$ cat src/klx_pkg.sv
package klx_pkg;

  // Width of the position counters. Output fields stay 16 bits and clamp.
  localparam int POS_W = 16;
  localparam logic [POS_W-1:0] POS_MAX = '1;

  localparam int NUM_KW = 10;

  // Character codes
  localparam logic [7:0] CH_TIMES  = 8'h2A;
  localparam logic [7:0] CH_PLUS   = 8'h2B;
  localparam logic [7:0] CH_MINUS  = 8'h2D;
  localparam logic [7:0] CH_LESS   = 8'h3C;
  localparam logic [7:0] CH_EQUAL  = 8'h3D;
  localparam logic [7:0] CH_COLON  = 8'h3A;
  localparam logic [7:0] CH_LPAREN = 8'h28;
  localparam logic [7:0] CH_RPAREN = 8'h29;
  localparam logic [7:0] CH_SEMI   = 8'h3B;
  localparam logic [7:0] CH_SPACE  = 8'h20;
  localparam logic [7:0] CH_TAB    = 8'h09;
  localparam logic [7:0] CH_NL     = 8'h0A;
  localparam logic [7:0] CH_ZERO   = 8'h30;
  localparam logic [7:0] CH_NINE   = 8'h39;
  localparam logic [7:0] CH_NUL    = 8'h00;

  // Token kinds
  localparam logic [4:0] KIND_TIMES    = 5'd0;
  localparam logic [4:0] KIND_PLUS     = 5'd1;
  localparam logic [4:0] KIND_MINUS    = 5'd2;
  localparam logic [4:0] KIND_LESS     = 5'd3;
  localparam logic [4:0] KIND_EQUAL    = 5'd4;
  localparam logic [4:0] KIND_COLON    = 5'd5;
  localparam logic [4:0] KIND_LPAREN   = 5'd6;
  localparam logic [4:0] KIND_RPAREN   = 5'd7;
  localparam logic [4:0] KIND_SEMISEMI = 5'd8;
  localparam logic [4:0] KIND_INTEGER  = 5'd9;
  localparam logic [4:0] KIND_KW0      = 5'd10;
  localparam logic [4:0] KIND_IDENT    = 5'd20;
  localparam logic [4:0] KIND_ERROR    = 5'd21;
  localparam logic [4:0] KIND_END      = 5'd22;

  // Keywords packed high byte first: int bool true false fun is if then else let
  localparam logic [39:0] KW_PACK [NUM_KW] = '{
    40'h0000696E74, 40'h00626F6F6C, 40'h0074727565, 40'h66616C7365,
    40'h000066756E, 40'h0000006973, 40'h0000006966, 40'h007468656E,
    40'h00656C7365, 40'h00006C6574
  };

  typedef enum logic [2:0] {
    MODE_IDLE,
    MODE_INT,
    MODE_IDENT,
    MODE_SEMI,
    MODE_DEAD
  } mode_t;

  typedef struct packed {
    logic [4:0]  kind;
    logic [15:0] line_no;
    logic [15:0] start_pos;
    logic [15:0] tok_len;
  } tok_t;

  // Up to three tokens from one character, in order from slot 0.
  typedef struct packed {
    tok_t [2:0] slot;
    logic [1:0] cnt;
  } bundle_t;

  function automatic logic [15:0] clamp16(input logic [POS_W-1:0] v);
    if (v > POS_W'(32'hFFFF)) begin
      return 16'hFFFF;
    end
    return 16'(v);
  endfunction

  function automatic logic is_op(input logic [7:0] c);
    return (c == CH_TIMES) || (c == CH_PLUS) || (c == CH_MINUS) || (c == CH_LESS) ||
           (c == CH_EQUAL) || (c == CH_COLON) || (c == CH_LPAREN) || (c == CH_RPAREN);
  endfunction

  function automatic logic [4:0] op_kind(input logic [7:0] c);
    logic [4:0] k;
    case (c)
      CH_TIMES:  k = KIND_TIMES;
      CH_PLUS:   k = KIND_PLUS;
      CH_MINUS:  k = KIND_MINUS;
      CH_LESS:   k = KIND_LESS;
      CH_EQUAL:  k = KIND_EQUAL;
      CH_COLON:  k = KIND_COLON;
      CH_LPAREN: k = KIND_LPAREN;
      CH_RPAREN: k = KIND_RPAREN;
      default:   k = KIND_IDENT;
    endcase
    return k;
  endfunction

  function automatic logic ident_cont(input logic [7:0] c);
    return (c != CH_RPAREN) && (c != CH_LPAREN) && (c != CH_COLON) && (c != CH_SEMI) &&
           (c != CH_SPACE) && (c != CH_TAB) && (c != CH_NL);
  endfunction

  // Append a byte; a sixth byte saturates the word to all ones.
  function automatic logic [39:0] pack_byte(input logic [39:0] w, input logic [7:0] c);
    logic [7:0] b;
    b = (c == CH_NUL) ? 8'hFF : c;
    if (w[39:32] != 8'h00) begin
      return '1;
    end
    return {w[31:0], b};
  endfunction

  function automatic logic [4:0] word_kind(input logic [39:0] w);
    logic [4:0] k;
    k = KIND_IDENT;
    for (int i = 0; i < NUM_KW; i++) begin
      if (w == KW_PACK[i]) begin
        k = 5'(KIND_KW0 + 5'(i));
      end
    end
    return k;
  endfunction

endpackage

$ cat src/klx_ifs.sv
interface klx_src_if;
  logic       valid;
  logic       ready;
  logic [7:0] ch;
  logic       final_req;

  modport source (output valid, ch, final_req, input ready);
  modport sink (input valid, ch, final_req, output ready);
endinterface

interface klx_tok_if;
  logic        valid;
  logic        ready;
  logic [4:0]  kind;
  logic [15:0] line_no;
  logic [15:0] start_pos;
  logic [15:0] tok_len;
  logic        run_last;

  modport source (output valid, kind, line_no, start_pos, tok_len, run_last, input ready);
  modport sink (input valid, kind, line_no, start_pos, tok_len, run_last, output ready);
endinterface

$ cat src/klx_scan.sv
module klx_scan (
  input  logic              clk,
  input  logic              rst,
  klx_src_if.sink           src,
  input  logic              load_ok,
  output klx_pkg::bundle_t  bun,
  output logic              bun_valid
);

  logic                        stage_valid;
  logic [7:0]                  cur_ch;
  logic                        cur_fin;
  logic                        adv;

  klx_pkg::mode_t              mode, mode_next, mode_scan, mode_two;
  logic [klx_pkg::POS_W-1:0]   position, position_next, nxt;
  logic [klx_pkg::POS_W-1:0]   token_begin, token_begin_next, tb_two;
  logic [15:0]                 line_count, line_count_next, line_two;
  logic [39:0]                 word_prefix, word_prefix_next, pre_two;

  logic is_digit, is_semi, is_nl, is_sep, op_c, cont, start_id, scan;

  klx_pkg::tok_t [3:0] ev;
  logic [3:0]          ev_en;
  logic [2:0]          n;

  // character classes
  assign is_digit = (cur_ch >= klx_pkg::CH_ZERO) && (cur_ch <= klx_pkg::CH_NINE);
  assign is_semi  = cur_ch == klx_pkg::CH_SEMI;
  assign is_nl    = cur_ch == klx_pkg::CH_NL;
  assign is_sep   = (cur_ch == klx_pkg::CH_SPACE) || (cur_ch == klx_pkg::CH_TAB);
  assign op_c     = klx_pkg::is_op(cur_ch);
  assign cont     = klx_pkg::ident_cont(cur_ch);
  assign start_id = !op_c && !is_semi && !is_nl && !is_sep && !is_digit;

  assign scan = (mode == klx_pkg::MODE_IDLE) ||
                ((mode == klx_pkg::MODE_INT) && !is_digit) ||
                ((mode == klx_pkg::MODE_IDENT) && !cont);

  assign nxt = (position == klx_pkg::POS_MAX) ? position :
               position + {{(klx_pkg::POS_W-1){1'b0}}, 1'b1};

  always_comb begin
    if (op_c || is_nl || is_sep) begin
      mode_scan = klx_pkg::MODE_IDLE;
    end else if (is_semi) begin
      mode_scan = klx_pkg::MODE_SEMI;
    end else if (is_digit) begin
      mode_scan = klx_pkg::MODE_INT;
    end else begin
      mode_scan = klx_pkg::MODE_IDENT;
    end
  end

  // state after this character, before end-of-text handling
  always_comb begin
    case (mode)
      klx_pkg::MODE_SEMI:  mode_two = is_semi ? klx_pkg::MODE_IDLE : klx_pkg::MODE_DEAD;
      klx_pkg::MODE_DEAD:  mode_two = klx_pkg::MODE_DEAD;
      klx_pkg::MODE_INT:   mode_two = is_digit ? klx_pkg::MODE_INT : mode_scan;
      klx_pkg::MODE_IDENT: mode_two = cont ? klx_pkg::MODE_IDENT : mode_scan;
      default:             mode_two = mode_scan;
    endcase
    if ((mode == klx_pkg::MODE_IDENT) && cont) begin
      pre_two = klx_pkg::pack_byte(word_prefix, cur_ch);
    end else if (scan && start_id) begin
      pre_two = klx_pkg::pack_byte(40'h0, cur_ch);
    end else begin
      pre_two = word_prefix;
    end
    tb_two   = (scan && (is_semi || is_digit || start_id)) ? position : token_begin;
    line_two = (scan && is_nl && (line_count != 16'hFFFF)) ? line_count + 16'd1 : line_count;
  end

  // next state
  always_comb begin
    if (cur_fin) begin
      mode_next        = klx_pkg::MODE_IDLE;
      position_next    = '0;
      token_begin_next = '0;
      line_count_next  = 16'd1;
      word_prefix_next = '0;
    end else begin
      mode_next        = mode_two;
      position_next    = nxt;
      token_begin_next = tb_two;
      line_count_next  = line_two;
      word_prefix_next = pre_two;
    end
  end

  // tokens: run close or ';' outcome, operator, end-of-text close, end marker
  always_comb begin
    ev_en[0]          = (mode == klx_pkg::MODE_SEMI) ||
                        ((mode == klx_pkg::MODE_INT) && !is_digit) ||
                        ((mode == klx_pkg::MODE_IDENT) && !cont);
    ev[0].line_no     = line_count;
    ev[0].start_pos   = klx_pkg::clamp16(token_begin);
    case (mode)
      klx_pkg::MODE_SEMI: begin
        ev[0].kind    = is_semi ? klx_pkg::KIND_SEMISEMI : klx_pkg::KIND_ERROR;
        ev[0].tok_len = is_semi ? klx_pkg::clamp16(nxt - token_begin) : 16'd1;
      end
      klx_pkg::MODE_INT: begin
        ev[0].kind    = klx_pkg::KIND_INTEGER;
        ev[0].tok_len = klx_pkg::clamp16(position - token_begin);
      end
      default: begin
        ev[0].kind    = klx_pkg::word_kind(word_prefix);
        ev[0].tok_len = klx_pkg::clamp16(position - token_begin);
      end
    endcase

    ev_en[1]        = scan && op_c;
    ev[1].kind      = klx_pkg::op_kind(cur_ch);
    ev[1].line_no   = line_count;
    ev[1].start_pos = klx_pkg::clamp16(position);
    ev[1].tok_len   = 16'd1;

    ev_en[2]        = cur_fin && ((mode_two == klx_pkg::MODE_INT) ||
                      (mode_two == klx_pkg::MODE_IDENT) || (mode_two == klx_pkg::MODE_SEMI));
    ev[2].line_no   = line_two;
    ev[2].start_pos = klx_pkg::clamp16(tb_two);
    case (mode_two)
      klx_pkg::MODE_INT: begin
        ev[2].kind    = klx_pkg::KIND_INTEGER;
        ev[2].tok_len = klx_pkg::clamp16(nxt - tb_two);
      end
      klx_pkg::MODE_IDENT: begin
        ev[2].kind    = klx_pkg::word_kind(pre_two);
        ev[2].tok_len = klx_pkg::clamp16(nxt - tb_two);
      end
      default: begin
        ev[2].kind    = klx_pkg::KIND_ERROR;
        ev[2].tok_len = 16'd1;
      end
    endcase

    ev_en[3]        = cur_fin && (mode_two != klx_pkg::MODE_DEAD) &&
                      (mode_two != klx_pkg::MODE_SEMI);
    ev[3].kind      = klx_pkg::KIND_END;
    ev[3].line_no   = line_two;
    ev[3].start_pos = klx_pkg::clamp16(nxt);
    ev[3].tok_len   = 16'd0;
  end

  // compact enabled tokens into slots; at most three are ever enabled
  always_comb begin
    bun = '0;
    n   = 3'd0;
    for (int i = 0; i < 4; i++) begin
      if (ev_en[i]) begin
        if (n < 3'd3) begin
          bun.slot[n[1:0]] = ev[i];
        end
        n = n + 3'd1;
      end
    end
    bun.cnt = n[1:0];
  end

  assign bun_valid = stage_valid && (bun.cnt != 2'd0);
  assign adv       = stage_valid && ((bun.cnt == 2'd0) || load_ok);
  assign src.ready = !stage_valid || adv;

  always_ff @(posedge clk) begin
    if (rst) begin
      stage_valid <= 1'b0;
    end else if (src.ready) begin
      stage_valid <= src.valid;
    end
  end

  always_ff @(posedge clk) begin
    if (src.valid && src.ready) begin
      cur_ch  <= src.ch;
      cur_fin <= src.final_req;
    end
  end

  always_ff @(posedge clk) begin
    if (rst) begin
      mode        <= klx_pkg::MODE_IDLE;
      position    <= '0;
      token_begin <= '0;
      line_count  <= 16'd1;
      word_prefix <= '0;
    end else if (adv) begin
      mode        <= mode_next;
      position    <= position_next;
      token_begin <= token_begin_next;
      line_count  <= line_count_next;
      word_prefix <= word_prefix_next;
    end
  end

endmodule

$ cat src/klx_outq.sv
module klx_outq (
  input  logic              clk,
  input  logic              rst,
  input  klx_pkg::bundle_t  bun,
  input  logic              bun_valid,
  output logic              load_ok,
  klx_tok_if.source         tok
);

  klx_pkg::bundle_t held;
  logic [1:0]       idx;
  logic             busy;
  logic             last;
  logic             pop;
  klx_pkg::tok_t    cur;

  assign last    = idx == (held.cnt - 2'd1);
  assign pop     = busy && tok.ready;
  assign load_ok = !busy || (pop && last);
  assign cur     = held.slot[idx];

  assign tok.valid     = busy;
  assign tok.kind      = cur.kind;
  assign tok.line_no   = cur.line_no;
  assign tok.start_pos = cur.start_pos;
  assign tok.tok_len   = cur.tok_len;
  assign tok.run_last  = last;

  always_ff @(posedge clk) begin
    if (rst) begin
      busy <= 1'b0;
    end else if (load_ok) begin
      busy <= bun_valid;
    end
  end

  always_ff @(posedge clk) begin
    if (load_ok && bun_valid) begin
      held <= bun;
      idx  <= 2'd0;
    end else if (pop) begin
      idx  <= idx + 2'd1;
    end
  end

endmodule

$ cat src/keyword_lexer_token_stream_core.sv
// Keyword lexer: one source character per item in on src, tokens out on tok
// (kind, line, start offset, length, and run_last on the last token that a
// character causes). A character is registered, then decoded against a small
// mode register and a parallel compare with the ten keywords; the tokens it
// yields (none to three) are registered in an output buffer that shows one
// per cycle while tok is ready. The input takes one character per cycle as
// long as each gives at most one token and tok is ready; a character giving
// several tokens keeps the buffer busy until all are taken, and the input
// stalls once the buffer and the decode register are both full. A lone ';'
// yields an error token and silences the rest of the text, end marker
// included; final_req closes any open run, emits the end token and returns
// all counters to their reset values for the next text. Offsets, lengths and
// line numbers saturate at 65535.
module keyword_lexer_token_stream_core (
  input logic       clk,
  input logic       rst,
  klx_src_if.sink   src,
  klx_tok_if.source tok
);

  klx_pkg::bundle_t bun;
  logic             bun_valid;
  logic             load_ok;

  // decode stage: character register, scanner state, token compaction
  klx_scan u_scan (
    .clk       (clk),
    .rst       (rst),
    .src       (src),
    .load_ok   (load_ok),
    .bun       (bun),
    .bun_valid (bun_valid)
  );

  // result buffer: emits the held tokens one per cycle while tok is ready
  klx_outq u_outq (
    .clk       (clk),
    .rst       (rst),
    .bun       (bun),
    .bun_valid (bun_valid),
    .load_ok   (load_ok),
    .tok       (tok)
  );

endmodule

$ cat src/flat_wrapper.sv
// flat-port wrapper written by rule: the top's interface ports become plain ports
module keyword_lexer_token_stream_core_flat 
  (clk, rst, src_valid, src_ch, src_final_req, src_ready, tok_valid, tok_kind, tok_line_no, tok_start_pos, tok_tok_len, tok_run_last, tok_ready);
  klx_src_if src_i ();
  klx_tok_if tok_i ();
  input logic clk;
  input logic rst;
  input wire logic [$bits(src_i.valid)-1:0] src_valid;
  input wire logic [$bits(src_i.ch)-1:0] src_ch;
  input wire logic [$bits(src_i.final_req)-1:0] src_final_req;
  output wire logic [$bits(src_i.ready)-1:0] src_ready;
  output wire logic [$bits(tok_i.valid)-1:0] tok_valid;
  output wire logic [$bits(tok_i.kind)-1:0] tok_kind;
  output wire logic [$bits(tok_i.line_no)-1:0] tok_line_no;
  output wire logic [$bits(tok_i.start_pos)-1:0] tok_start_pos;
  output wire logic [$bits(tok_i.tok_len)-1:0] tok_tok_len;
  output wire logic [$bits(tok_i.run_last)-1:0] tok_run_last;
  input wire logic [$bits(tok_i.ready)-1:0] tok_ready;
  assign src_i.valid = src_valid;
  assign src_i.ch = src_ch;
  assign src_i.final_req = src_final_req;
  assign src_ready = src_i.ready;
  assign tok_valid = tok_i.valid;
  assign tok_kind = tok_i.kind;
  assign tok_line_no = tok_i.line_no;
  assign tok_start_pos = tok_i.start_pos;
  assign tok_tok_len = tok_i.tok_len;
  assign tok_run_last = tok_i.run_last;
  assign tok_i.ready = tok_ready;
  keyword_lexer_token_stream_core u_core (.clk(clk), .rst(rst), .src(src_i), .tok(tok_i));
endmodule
$ cat config.mk
export PLATFORM = sky130hd
export DESIGN_NAME = keyword_lexer_token_stream_core_flat
export DESIGN_NICKNAME = d
export VERILOG_FILES = /design/src/klx_pkg.sv /design/src/klx_ifs.sv /design/src/klx_scan.sv /design/src/klx_outq.sv /design/src/keyword_lexer_token_stream_core.sv /design/src/flat_wrapper.sv
export SDC_FILE = /design/constraint.sdc
export NUM_CORES = 1
export LEC_CHECK = 0
export BUFFER_PORTS_ARGS = -buffer_cell sky130_fd_sc_hd__buf_2
export CORE_MARGIN = 3
export CORE_UTILIZATION = 25
export CTS_CLUSTER_DIAMETER = 120
export DETAILED_ROUTE_END_ITERATION = 12
export GPL_ROUTABILITY_DRIVEN = 1
export HOLD_SLACK_MARGIN = 0.05
export PLACE_DENSITY = 0.45
export SLEW_MARGIN = 20
export SYNTH_ARGS = -nofsm -noshare
export SYNTH_HDL_FRONTEND = slang
export SYNTH_HIERARCHICAL = 1
export SYNTH_SLANG_ARGS = --single-unit
export TNS_END_PERCENT = 1
$ cat constraint.sdc
create_clock -name clk -period 23.9 [get_ports clk]
set_clock_uncertainty 0.05 [all_clocks]
set_input_delay 1.195 -clock clk [delete_from_list [all_inputs] [get_ports clk]]
set_output_delay 1.195 -clock clk [all_outputs]
set_load 0.01 [all_outputs]
---- Word level (Yosys, flattened, before mapping) ----
Cells that the tools add are included.
word-level totals
  word-level logic and storage cells ...... 268
  register bits ........................... 265
  output and inout port bits .............. 56
  input port bits ......................... 13
cells by class
  equal/unequal tests ..................... 51
  $add $sub $neg .......................... 10
  muxes and demuxes ....................... 99
  reductions and logical operators ........ 66
  order comparisons ....................... 19
operator list
  kind                                                                      number
  159-bit 2-to-1 mux                                                        6
  159-bit bitwise mux                                                       3
  16-bit 2-to-1 mux                                                         23
  40-bit by 31-bit equality test with 1-bit output (second input constant)  8
  53-bit demux with 2-bit select                                            3
  53-bit 2-to-1 mux                                                         5
  40-bit by 23-bit equality test with 1-bit output (second input constant)  6
  40-bit 2-to-1 mux                                                         5
  40-bit by 15-bit equality test with 1-bit output (second input constant)  4
  16-bit greater-than comparator (second input constant)                    7
  53-bit binary-select mux with 2-bit select                                1
  5-bit 2-to-1 mux                                                          21
  40-bit by 39-bit equality test with 1-bit output (second input constant)  2
  8-bit by 6-bit equality test with 1-bit output (second input constant)    10
  16-bit case mux with 2 select lines                                       2
  16-bit subtractor                                                         3
  8-bit by 6-bit inequality test with 1-bit output (second input constant)  5
  5-bit case mux with 8 select lines                                        1
  16-bit by 1-bit adder with 16-bit output (second input constant)          2
  1-bit logical AND                                                         31
  1-bit logical OR                                                          21
  5-bit case mux with 2 select lines                                        2
  3-bit 2-to-1 mux                                                          6
  16-bit equality test (second input constant)                              1
  other kinds (28)                                                          67

---- Logic depth before layout (Yosys ltp) ----
  depth in word-level cells ............... 34
  depth in mapped cells ................... 25
  gate-level depth less buffers ........... 20

---- Hierarchy ----
The synthesis kept the hierarchy.
by module, submodules not included
  module    cells each  times used  area each (sq um)
  klx_scan  1694        1           11688.7
  klx_outq  358         1           6134.6

---- Least setup slack after synthesis ----
OpenSTA, ideal clock, no wires.
  path kind ............................... reg-to-reg
  from .................................... reg u_core.u_scan.cur_ch[4]
  to ...................................... reg u_core/u_outq/held[0] (netlist bit) (enable)
  arrival ................................. 7509 ps
  library setup time ...................... 538 ps
  data required time ...................... 23312 ps
  cell stages (with the launch flop) ...... 17
  clock period less this slack ............ 8096 ps
  slack ................................... 15804 ps
  cells stage by stage .................... edfxtp_1 > buf_6 > or3_4 > or3_4 > a21o_1 > buf_2 > buf_2 > a21oi_1 > nand3_1 > fa_1 > inv_1 > ha_1 > inv_1 > o311a_1 > inv_1 > nor2_1 > a31o_1
between the ends
  longest elaborated chain between the ends .. 23
  elaborated cells on any way between the ends .. 74
  those cells by class .................... add/sub: 3; order compare: 2; eq/ne: 24; mux: 11; reduce/logical: 34
RTL lines
  what                                                                                                     line                                   RTL
  start: declaration                                                                                       klx_scan.sv:11                         logic [7:0] cur_ch;
  start signal: assignment                                                                                 klx_scan.sv:176                        cur_ch <= src.ch;
  parallel branches: the longest is 19 deep, another holds 8-bit by 6-bit >= comparator with 1-bit output  --
  2-bit 2-to-1 mux *                                                                                       klx_scan.sv:152                        if (ev_en[i]) begin
  2-bit nonzero test *                                                                                     klx_scan.sv:162                        assign bun_valid = stage_valid && (bun.cnt != 2'd0);
  1-bit logical AND *                                                                                      klx_scan.sv:162
  named net u_core.bun_valid                                                                               keyword_lexer_token_stream_core.sv:22  logic bun_valid;
  1-bit logical AND *                                                                                      klx_outq.sv:38                         if (load_ok && bun_valid) begin
  end signal: assignment                                                                                   klx_outq.sv:39                         held <= bun;
  end: declaration                                                                                         klx_outq.sv:10                         klx_pkg::bundle_t held;
Mark *: on every way through the listed nets, which the timed path passes.
A chain may end at the register's enable or synchronous reset.

---- Worst setup path after layout ----
  from .................................... reg u_core.u_scan.cur_ch[4]
  to ...................................... out src_ready
between the ends
  longest elaborated chain between the ends .. 24
  elaborated cells on any way between the ends .. 75
  those cells by class .................... add/sub: 3; order compare: 2; eq/ne: 24; mux: 11; reduce/logical: 35
RTL lines
  what                                                                                                     line                RTL
  parallel branches: the longest is 19 deep, another holds 8-bit by 6-bit >= comparator with 1-bit output  --
  2-bit 2-to-1 mux *                                                                                       klx_scan.sv:152
  2-bit logical NOT *                                                                                      klx_scan.sv:163     assign adv = stage_valid && ((bun.cnt == 2'd0) || load_ok);
  1-bit logical OR *                                                                                       klx_scan.sv:163
  1-bit logical AND *                                                                                      klx_scan.sv:163
  1-bit logical OR *                                                                                       klx_scan.sv:164     assign src.ready = !stage_valid || adv;
  end: declaration                                                                                         flat_wrapper.sv:11  output wire logic [$bits(src_i.ready)-1:0] src_ready;
Mark *: on every way between the ends.

==> summary.md <==
| Metric | Value |
|---|---|
| Crit path kind | reg2out |
| Initial DRC Count | around 1300 |
| Proportion of synthesized area in mux cells | 0.0371 |
| Power per cell area | around 65 nW/um2 |
| Clock Power Share | 0.388 |
| Synth Area in XOR/XNOR | 0.0355 |
| Unrepaired setup endpoints after global routing | false |
| Wire length on met3 | 3940 um |
| Area delta synth->final | 11.9% |
| Ports | slightly below 70 |
| Worst path depth | 13 |
| Combinational Power Share | 0.199 |
| WL met2 | slightly below 30000 um |
| Die Wd | 273 um |
| Primary FF master, synth | edfxtp_1 |
| Routed WL | 63700 um |
| Slowest Stage Delay on Critical Path | about 0.73 ns |
| Synth area leader | edfxtp_1 |
| Gr usage total | 0.168 |
| Critical Path End | src_ready |
| Vias post-DR | roughly 16000 |
| First-pass GRT wire length | 97800 um |
| CP Launch Type | flop |
| Critical Path RT | 22.66 ns |
| DRC errors left | 0 |
| Maximum vdd drop | 0.0310 mV |
| Top post-synthesis cells by count | 259 x nor2_1, 172 x nand2_1, 170 x edfxtp_1 |
| Clock sinks | 265 |
| EDFF count, synth | 170 |
| Post-synthesis compound-gate area fraction | 0.210 |
| Die area | approximately 75000 um2 |
| Final hold vios | 0 |
| Detail Route Antenna Nets | 0 |
| Initial DRT Pass Iterations | 5 |
| Initial antenna violation count | 1 |
| Top Layer Used | met5 |
| Seq/Total Area, Yosys | 0.393 |
| Worst R2R Path Depth | 15 |
| CTS Root Cell | clkbuf_16 |
| Largest cells by area after synthesis | edfxtp_1 29%, dfxtp_1 11%, nor2_1 5.5% |
| Cell Chain, Critical Path | or3_4 > or3_4 > a2111oi_0 > o21bai_1 > nand2_1 > inv_2 > fa_1 > inv_1 > ha_1 > inv_1 > o311a_1 > nand2b_1 > buf_2 |
| Most frequent cell after synthesis | nor2_1 |
| Per-cell routed wire length | ~21 um |
| R2r startpoint | u_core/u_scan/cur_ch[4] |
| Crit path arrival time | roughly 5.5 ns |
| Worst-path fanout max | 16 |
| Core area | approximately 70000 um2 |
| Starting Density | 0.254 |
| Status | finished, final reports clean |
| Largest net degree at the start of global routing | 73 |
| Core Rows | 97 |
| Mean area per synthesized cell | 8.69 um2 |
| Synth Register Bits | between 200 and 300 |
| Final Setup Violations | 0 |
| Total of max-cap violations | 0 |
| Net Sw Power | roughly 0.40 mW |
| Slowest-stage cell, CP | fa_1 |
| Worst reg-to-reg setup slack | 17.28 ns |
| Worst-path clk slew | 0.05 ns |
| Die height | 273 um |
| Cell variety after synth | ~110 |
| CTS tree | done |
| Post-CTS setup repair buffer count | 0 |
| Setup crit start | u_core/u_scan/cur_ch[4] |
| Reg-to-Reg End | u_core/u_outq/held[15] |
| Leakage power | about 6.5 nW |
| Layout cells sized above 1 | 0.102 |
| CTS buffer count | 34 |
| GPL Wtd Cong | between 0.8 and 0.9 |
| Final Critical Period | 6.79 ns |
| Placed wire-length estimate | 44400 um |
| Worst Path Buf+Inv | 4 |
| Design Power | 1.30 mW |
| Max H-tree Level | 2 |
| Vias in the first global route | ~15000 |
| Simple-gate portion of the synthesized area | 0.228 |
| Largest family of logic cells by synthesized area | simple AND/OR/NAND/NOR gates |
| Cts hold-fix bufs | 0 |
| Switching part of the total | 0.308 |
| WHS | between 0.4 and 0.5 ns |
| Power share of the sequential group | 0.413 |
| Kind of cell adding the most delay to the critical path | simple AND/OR/NAND/NOR gates |
| Worst-margin pin slew | approximately 1.2 ns |
| Net Count, Synth | about 2100 |
| Port bufs | about 70 |
| Worst-skew pair later-pin latency | 0.55 ns |
| Int Power | 0.898 mW |
| Synthesized instance count | about 2100 |
| Via density | around 5.3 |
| Met1 WL | 29500 um |
| Adder-cell area share of the yosys netlist | 0.0430 |
| Setup crit end kind | output pin |
| Fmax | ~0.15 GHz |
| Final Slew Violations | 0 |
| Post-CTS resize count | 0 |
| Mapped Area | 17800 um2 |
| Gr ovfl total | 0 |
| HP Class | reg2reg |
| Nets | around 2100 |
| Clock buffer depth | 3 |
| Synthesis Warnings | 6 |
| Rel. slew slack | 0.200 |
| Period utilization | 0.284 |
| Post-synth ARST share | 0 |
| Total Negative Setup Slacks | 0 ns |
| Yosys top cell area share | 0.286 |
| Layout Utilization | 0.284 |
[power groups by stage]
stage | registers, mW | clock network (mW) | logic [mW]
3_3_place_gp | 0.546 | 0 | 0.262
6_report | 0.537 | 0.504 | 0.258
4_1_cts | 0.537 | 0.519 | 0.264
3_5_place_dp | 0.547 | 0 | 0.263
2_1_floorplan | 0.535 | 0 | 0.176
5_1_grt | 0.540 | 0.538 | 0.284
[state kept, by name, summed over array words and instances, names as in the netlist]
name / count
u_core/u_scan/mode: 3
u_core/u_scan/position: 16
u_core/u_outq/idx: 2
u_core/u_scan/cur_fin: 1
u_core/u_scan/stage_valid: 1
u_core/u_scan/word_prefix: 40
u_core/u_outq/tok.valid: 1
u_core/u_outq/held: 161
u_core/u_scan/token_begin: 16
u_core/u_scan/cur_ch: 8
u_core/u_scan/line_count: 16
[metal layers]
metal / GRT usage / vias to the layer above
met5: 0 / -
met4: 0.0392 / 2
li1: - / 7574
met2: 0.270 / 484
met3: 0.0291 / 82
met1: 0.234 / 7774
[area by class of cell]
| cell class | count | area, um2 |
|---|---|---|
| multi-input combinational | 1573 | 9920 |
| antenna | 3 | 7.51 |
| timing repair buffer | 92 | 520 |
| tap | 940 | 1180 |
| clock buffer | 52 | 1020 |
| inverter | 56 | 210 |
| clock inverter | 10 | 81.3 |
| sequential | 265 | 7010 |
| fill | 7516 | 50300 |
[worst min-delay path by stage]
stage / cells past startpoint / startpoint / slack [ns] / endpoint
5_1_grt: 1 / u_core/u_scan/word_prefix[33] / 0.45 / u_core/u_scan/word_prefix[33]
4_1_cts: 1 / u_core/u_scan/word_prefix[36] / 0.43 / u_core/u_scan/word_prefix[36]
6_report: 1 / u_core/u_scan/word_prefix[36] / 0.43 / u_core/u_scan/word_prefix[36]
3_3_place_gp: 1 / u_core/u_scan/word_prefix[35] / 0.41 / u_core/u_scan/word_prefix[35]
3_5_place_dp: 1 / u_core/u_scan/word_prefix[36] / 0.42 / u_core/u_scan/word_prefix[36]
2_1_floorplan: 1 / u_core/u_scan/word_prefix[36] / 0.39 / u_core/u_scan/word_prefix[36]
[cell families (layout without fill, tap and decap cells)]
logic type	Yosys count	after routing
AOI/OAI and AO/OA	566	566
and+or+nand+nor	813	813
buffers and inverters	214	210
adders and majority gates	59	59
other	0	3
xor gates and xnor gates	70	70
muxes	65	65
DFF	265	265
[worst register-to-register path, cell delays in order (launching register included)]
cell	delay [ns]
edfxtp_1	0.62
or3_4	0.52
or3_4	0.45
a2111oi_0	0.39
o21bai_1	0.37
nand2_1	0.33
inv_2	0.20
fa_1	0.73
inv_1	0.15
ha_1	0.32
inv_1	0.09
o311a_1	0.29
inv_1	0.11
nor2_1	0.24
a31o_4	0.55
buf_4	0.76
[through the flow]
stage	worst slack, ns	cells	instance area (um2)
after CTS	17.09	2988	19900
after global routing	16.69	2988	19900
final	17.11	2991	20000
after floorplan	15.80	2052	17800
after detailed placement	17.27	2926	18800
after global placement	17.39	2926	18800
[cells in the final DEF, fill, tap and decap left out, types with 28 or more instances in the layout]
cell type,count
xor2_1,32
nand4_1,28
o31ai_1,29
ha_1,54
edfxtp_1,170
mux2i_1,61
a211oi_1,36
nor3_1,78
nand2_1,172
nand3_1,58
o2bb2ai_1,30
or3_1,43
inv_1,55
o21ai_1,58
xnor2_1,37
dfxtp_1,93
nor2_1,257
buf_2,68
clkbuf_16,37
o21ai_0,107
a21oi_1,143
No activity file was read; power rests on OpenSTA's default activity.
